## src/hw/rtl/glyph_quad_generator_defines.svh

```systemverilog
// ----------------------------------------------------------------------------
// glyph quad generator assertion macros
// Clocked assertion wrappers; define NO_ASSERTIONS to compile them out.
// ----------------------------------------------------------------------------
`ifndef GLYPH_QUAD_GENERATOR_DEFINES_SVH
`define GLYPH_QUAD_GENERATOR_DEFINES_SVH
`ifndef NO_ASSERTIONS
// checked only outside reset
`define GQG_ASSERT(label, prop, msg) \
    label: assert property (@(posedge i_clk) disable iff (!i_rst_n) prop) \
        else $error(msg);
// checked at every edge, reset included
`define GQG_ASSERT_RST(label, prop, msg) \
    label: assert property (@(posedge i_clk) prop) else $error(msg);
`else
`define GQG_ASSERT(label, prop, msg)
`define GQG_ASSERT_RST(label, prop, msg)
`endif
`endif

```

## src/hw/rtl/gqg_ram.sv

```systemverilog
// ----------------------------------------------------------------------------
// gqg_ram
// Generic single-write, single-read RAM with registered read data.
// ----------------------------------------------------------------------------
module gqg_ram #(
    parameter int WIDTH = 8,
    parameter int DEPTH = 16
) (
    input  logic                     i_clk,
    input  logic                     i_we,
    input  logic [$clog2(DEPTH)-1:0] i_waddr,
    input  logic [WIDTH-1:0]         i_wdata,
    input  logic [$clog2(DEPTH)-1:0] i_raddr,
    output logic [WIDTH-1:0]         o_rdata
);

    logic [WIDTH-1:0] r_mem [DEPTH];
    logic [WIDTH-1:0] r_rdata;

    always_ff @(posedge i_clk) begin
        if (i_we) begin
            r_mem[i_waddr] <= i_wdata;
        end
        r_rdata <= r_mem[i_raddr];
    end

    assign o_rdata = r_rdata;

endmodule

```

## config.mk

```make
export PLATFORM = sky130hd
export DESIGN_NAME = gqg_ram
export DESIGN_NICKNAME = d
export VERILOG_FILES = /design/src/hw/rtl/glyph_quad_generator_defines.svh /design/src/hw/rtl/gqg_ram.sv
export SDC_FILE = /design/constraint.sdc
export NUM_CORES = 1
export LEC_CHECK = 0
export BUFFER_PORTS_ARGS = -buffer_cell sky130_fd_sc_hd__buf_2
export CAP_MARGIN = 20
export CORE_ASPECT_RATIO = 1.1
export CORE_MARGIN = 4
export CORE_UTILIZATION = 65
export DETAILED_ROUTE_END_ITERATION = 10
export GPL_TIMING_DRIVEN = 0
export HOLD_SLACK_MARGIN = 0.06
export PLACE_DENSITY = 0.84
export SETUP_SLACK_MARGIN = 0.5
export SYNTH_ARGS = -nofsm -noshare
export SYNTH_HDL_FRONTEND = slang
export SYNTH_SLANG_ARGS = --single-unit
```

## constraint.sdc

```tcl
create_clock -name i_clk -period 3.34 [get_ports i_clk]
set_input_delay 0.668 -clock i_clk [delete_from_list [all_inputs] [get_ports i_clk]]
set_output_delay 0.668 -clock i_clk [all_outputs]
set_load 0.1 [all_outputs]
```

* Word-level counts from Yosys, hierarchy flattened
Memories as Yosys holds them, arrays and structs flattened. A register that Yosys moved wholly into a read port is not among the register bits.
Cells that the tools add are included.
** Cells by class
- Muxes and demuxes :: 2
** Operator list (number)
- two-way mux 1 bit :: 2
** Word-level totals
- Word-level logic and storage cells :: 3
- Memories :: 1
- Output and inout bits :: 8
- Bits in writable memories :: 128
- Register bits :: 0
- Input bits :: 18
** Memories
- r_mem :: words 16, bits a word 8, rd ports 1, clocked after memory_dff 1, write ports 1, line gqg_ram.sv:17 : logic [WIDTH-1:0] r_mem [DEPTH];

* Depth between registers and ports, before layout
Gate-level depths: netlist (run 1).
- Depth in word-level cells :: 2
- Depth in mapped cells :: 5
- Mapped depth without buffers :: 3

* Worst setup path before layout (run 1)
OpenSTA, ideal clock, no wires.
- Path kind :: input port to flip-flop
- Start :: input i_waddr[2]
- End :: memory r_mem[0][0], enable pin
- Arrival :: 1778 ps
- Buffers on the path :: 0
- Stages on the path :: 2
- Slack :: 1179 ps
- Setup time :: 383 ps
- Required time :: 2957 ps
- Cells stage by stage :: or3b_2 > nor3_1
** RTL lines
- from (decl) :: line gqg_ram.sv:11 : input logic [$clog2(DEPTH)-1:0] i_waddr,
- to (decl) :: line gqg_ram.sv:17
No word-level cell before the write port.

* Worst setup path in the final report (run 1)
- Start :: register r_rdata[6], in the netlist o_rdata[6] (read register of r_mem)
- End :: output o_rdata[6]
** RTL lines
- from (decl) :: line gqg_ram.sv:18 : logic [WIDTH-1:0] r_rdata;
- to (decl) :: line gqg_ram.sv:14 : output logic [WIDTH-1:0] o_rdata
No word-level cell between the ends.

==> impl_metrics.yaml, run 1 <==
status:
  status: "finished clean"
finish:
  drive_gt1_share_pct: 30.45
  nets: 294
  area.growth.synth_to_final_pct: 17.45
  antenna_cells: 0
  mostFrequentLayoutCell: "edfxtp_1"
  mostFrequentLayoutCells: "edfxtp_1, buf_2, mux4_2"
clock_network:
  cts-root-buf: "clkbuf_8"
  h-tree-depth: 4
  hold_buffers: 0
  path_clk_slew_ns: 0.06
  numCtsBuffers: 17
  cts_tree: "yes"
  clock_sinks: 136
  cts_resized: 0
  cts_buffer_depth: 2
  post_cts_buffers: 0
  insertion_delay_ns: 0.51
global_route:
  globalRoute.totalOverflow: 0
  antenna_found_initial: 0
  grt_usage_pct: 24.98
  grt_pass1_wl_um: 16330
  grt_pass1_vias: 2740
  grt_max_degree: 17
worst_setup_path:
  crit_chain: "buf_2"
  crit_type: "flop to primary output"
  crit_path_top_delay_cell: "buf_2"
  cp-start-kind: "flop"
  required_ns: 2.67
  arrival_ns: 1.25
  cpLargestDelayFamily: "buffers and inverters"
  slowest_delay_ns: 0.42
  cp_max_fo: 1
  end_kind: "primary output"
  crit_start: "o_rdata[6]"
  path_buf_inv: 1
  r2r_start: "r_mem[1][1]"
power:
  p_per_area_nw_per_um2: 679.2
  p_leak_nw: 2.065
  swShare_pct: 21.19
  seq_power_share_pct: 46.7
  vdd_ir_drop_max_mv: 0.5294
  clock_power_share_pct: 46.7
  p_int_w: 0.003236
  power_frac_comb_pct: 6.5
  switchingPower_w: 0.0008701
timing:
  maxSlewHeadroom_pct: 42.57
  setup_viol: 0
  hold_violations: 0
  finalWorstSetupSlack_ns: 1.421
  fin_crit_sh_pct: 57.45
  drv_slew: 0
  min_period_ns: 1.919
  rsz0062_at_grt: "false"
  hold_slack_ns: 0.5567
  worst_pin_slew_ns: 0.8549
  clock_skew_ns: 0.006166
  max_freq_mhz: 521.1
  setup_tns_ns: 0
flow_run:
  cap_violations: 0
synth:
  netlist_instances: 229
  synth-seq-cells: 136
  yosysSeqAreaShare_pct: 77.78
  yosysUniqueCellTypes: 19
  synth_warnings: 0
  syn_area_um2: 5147
  synthesis.nets: 247
  syn_area_per_cell_um2: 22.48
placed_design:
  portBuffers: 24
  place_congestion: 0.8448
  place_ws_ns: 0.9984
  dp_hpwl_um: 6267
drt:
  drc: 0
  vias: 2550
  wl_um: 10320
  drt_iter0_markers: 311
  wl_per_cell_um: 26.18
  firstDrtPassIters: 5
  viasPerCell: 6.472
  antenna_left: 0
worst_hold_path:
  hold_start: "i_wdata[4]"
  min_path_type: "input port to flop"
floorplanning:
  die_h_um: 101.3
  start_util_pct: 67.75
  dieArea_um2: 9409
  rows: 33
  coreArea_um2: 7597
  die_w_um: 92.85
  ios: 26
==> cell families (layout without fill, tap and decap cells) <==
group	count (synthesis)	count (layout)	share of synthesized area [%]
AO/OA/AOI/OAI	16	16	2.334
buffers and inverters	10	70	1.677
flip-flops	136	136	77.78
multiplexers	32	32	15.02
AND/OR/NAND/NOR	35	35	3.184
==> power by group through the flow <==
stage | Combinational (W) | Clock [W] | Sequential (W)
after floorplan | 0.0000969 | 0 | 0.00203
after global placement | 0.000256 | 0 | 0.00195
after detailed placement | 0.000263 | 0 | 0.00195
after CTS | 0.000267 | 0.00193 | 0.00192
after global routing | 0.000278 | 0.00203 | 0.00192
final | 0.000268 | 0.00192 | 0.00192
==> per-layer routing <==
layer / vias up / wire length (µm) / track usage, %
met3: 27 / 957 / 6.761
met4: 0 / 259 / 8.230
li1: 1068 / - / -
met1: 1279 / 3634 / 32.53
met2: 176 / 5463 / 41.77
met5: - / 0 / 0
==> state kept, by name (all words and copies together) (netlist names) <==
name	flops
o_rdata	8
r_mem	128
==> Yosys cell counts <==
| cell | count | area [µm²] |
|---|---|---|
| clkdlybuf4s25_2 | 3 | 30.03 |
| edfxtp_1 | 128 | 3844 |
| dfxtp_1 | 8 | 160.2 |
| buf_6 | 3 | 33.78 |
| mux4_1 | 14 | 367.9 |
| nor2b_1 | 1 | 6.260 |
| buf_2 | 3 | 15.01 |
| buf_4 | 1 | 7.510 |
| and2b_1 | 1 | 7.510 |
| nand2b_1 | 2 | 12.51 |
| nor2_1 | 13 | 48.80 |
| or3b_2 | 1 | 8.760 |
| nor3_1 | 4 | 20.02 |
| a22oi_1 | 16 | 120.1 |
| and2_1 | 1 | 6.260 |
| nand3b_1 | 2 | 15.01 |
| nand2_1 | 9 | 33.78 |
| nand3_1 | 1 | 5.000 |
| mux4_2 | 18 | 405.4 |
==> path summary, 6_finish.rpt <==
path | to | slack, ns | depth (start not counted)
hold / removal | r_mem[6][4] | 0.56 | 1
hold reg to reg | o_rdata[2] | 0.68 | 3
setup reg to reg | o_rdata[1] | 1.82 | 3
setup / recovery | o_rdata[6] | 1.42 | 1
==> final cells by class <==
cell class	instances	area, µm²
Multi-Input combinational cell	83	1057
Timing Repair Buffer	28	147.6
Clock buffer	20	445.4
Tap cell	105	131.4
Buffer	10	86.33
Clock inverter	12	173.9
Fill cell	386	1551
Sequential cell	136	4004
==> per-stage QoR <==
stage	utilization [%]	instances	total power, W	cell area (µm²)
2_1_floorplan	-	229	0.002132	5147
3_3_place_gp	71.06	358	0.002206	5399
3_5_place_dp	71.43	362	0.002217	5426
4_1_cts	79.58	394	0.004118	6046
5_1_grt	79.58	394	0.004233	6046
6_report	79.58	394	0.004106	6046
Note: power is estimated with default switching activity, not from simulation.
==> run 2, diff against run 1 <==
--- a/config.mk
+++ b/config.mk
@@ -9,11 +9,11 @@
 export CAP_MARGIN = 20
 export CORE_ASPECT_RATIO = 1.1
 export CORE_MARGIN = 4
-export CORE_UTILIZATION = 65
+export CORE_UTILIZATION = 60
 export DETAILED_ROUTE_END_ITERATION = 10
 export GPL_TIMING_DRIVEN = 0
 export HOLD_SLACK_MARGIN = 0.06
-export PLACE_DENSITY = 0.84
+export PLACE_DENSITY = 0.78
 export SETUP_SLACK_MARGIN = 0.5
 export SYNTH_ARGS = -nofsm -noshare
 export SYNTH_HDL_FRONTEND = slang
==> constraint.sdc (replaced) <==
create_clock -name i_clk -period 1.8 [get_ports i_clk]
set_input_delay 0.36 -clock i_clk [delete_from_list [all_inputs] [get_ports i_clk]]
set_output_delay 0.36 -clock i_clk [all_outputs]
set_load 0.1 [all_outputs]
==> impl_metrics.yaml, run 2 (synthesized netlist as in run 1, its figures left out) <==
drt:
  antenna_left: 0
  viasPerCell: 6.331
  wl_per_cell_um: 26.74
  vias: 2507
  drt_iter0_markers: 253
  drc: 0
  wl_um: 10590
  firstDrtPassIters: 5
power:
  p_int_w: 0.006170
  swShare_pct: 21.83
  vdd_ir_drop_max_mv: 0.8257
  power_frac_comb_pct: 7.7
  finalPower_w: 0.007893
  seq_power_share_pct: 45.4
  p_per_area_nw_per_um2: 1256
  p_leak_nw: 2.054
  clock_power_share_pct: 47.0
  switchingPower_w: 0.001723
clock_network:
  post_cts_buffers: 0
  h-tree-depth: 4
  cts-root-buf: "clkbuf_8"
  hold_buffers: 0
  numCtsBuffers: 17
  insertion_delay_ns: 0.52
  path_clk_slew_ns: 0.06
  cts_buffer_depth: 2
  clock_sinks: 136
  cts_tree: "yes"
floorplanning:
  ios: 26
  coreArea_um2: 8364
  rows: 35
  die_w_um: 96.31
  start_util_pct: 61.54
  dieArea_um2: 10130
  die_h_um: 105.1
finish:
  finalNonFillerCells: 396
  multi_input_area_um2: 1131
  mostFrequentLayoutCell: "edfxtp_1"
  drive_gt1_share_pct: 47.02
  fin_util_pct: 75.14
  mostFrequentLayoutCells: "edfxtp_1, mux4_2, buf_2"
  largest_reg_flops: 128
  area.growth.synth_to_final_pct: 22.10
  n_fill_cell: 442
  regMostFlops: "r_mem"
  antenna_cells: 0
  register_area_um2: 4014
  nets: 290
timing:
  clock_skew_ns: 0.006096
  setup_tns_ns: 0
  drv_slew: 0
  hold_slack_ns: 0.2429
  min_period_ns: 1.394
  max_freq_mhz: 717.4
  worst_pin_slew_ns: 0.7895
  fin_crit_sh_pct: 77.44
  maxSlewHeadroom_pct: 47.17
  rsz0062_at_grt: "true"
  setup_viol: 0
  hold_violations: 0
placed_design:
  place_congestion: 0.6911
  dp_hpwl_um: 5989
  place_inst: 364
  portBuffers: 24
worst_setup_path:
  cpLargestDelayFamily: "flip-flops"
  arrival_ns: 1.03
  crit_type: "flop to primary output"
  required_ns: 1.44
  crit_path_top_delay_cell: "dfxtp_2"
  end_kind: "primary output"
  cp_max_fo: 1
  crit_chain: "buf_12"
  path_buf_inv: 1
  slowest_delay_ns: 0.34
  cp-start-kind: "flop"
global_route:
  antenna_found_initial: 0
  grt_pass1_vias: 2582
  globalRoute.totalOverflow: 0
  grt_max_degree: 17
  grt_usage_pct: 23.81
  grt_pass1_wl_um: 16090
worst_hold_path:
  min_path_type: "input port to flop"
status:
  status: "finished clean"
flow_run:
  cap_violations: 0
-- run 2: what timing repair did --
| item | CTS | global route |
|---|---|---|
| endpoints found under the setup margin | 24 | 32 |
| resized for setup | 50 | 5 |
| pin swaps | 0 | 1 |
-- run 2: final cells by class --
type                            count  area share [%]
Sequential cell                   136           63.87
Multi-Input combinational cell     83           18.00
Clock buffer                       17           6.590
Timing Repair Buffer               24           3.822
Clock inverter                     15           3.603
Tap cell                          111           2.210
Buffer                             10           1.911
-- run 2: path summary, 6_finish.rpt --
path,startpoint,endpoint,slack (ns),depth (start not counted)
hold / removal,i_wdata[5],r_mem[14][5],0.24,1
setup reg to reg,r_mem[11][4],o_rdata[4],0.45,3
hold reg to reg,r_mem[8][7],o_rdata[7],0.70,3
setup / recovery,o_rdata[5],o_rdata[5],0.41,1
-- run 2: routing by layer --
metal,share of wire (%),global-route usage [%],vias up
met5,0,0,-
met4,2.5,9.218,0
met3,8.3,7.055,18
met2,49,34.39,160
met1,40,34.68,1285
li1,-,-,1044
-- run 2: through the flow --
stage	area, µm²	worst slack, ns
detailed placement	5455	-0.04918
global route	6285	0.3578
global placement	5455	-0.006094
CTS	6265	0.3907
floorplan	5196	0.3370
finish	6285	0.4061
-- run 2: power by group through the flow --
stage / Combinational (W) / Sequential [W] / Clock, W
4_1_cts: 0.000599 / 0.00358 / 0.00373
2_1_floorplan: 0.000203 / 0.00378 / 0
5_1_grt: 0.000636 / 0.00358 / 0.00391
3_3_place_gp: 0.000501 / 0.00362 / 0
3_5_place_dp: 0.000513 / 0.00362 / 0
6_report: 0.000604 / 0.00358 / 0.00371
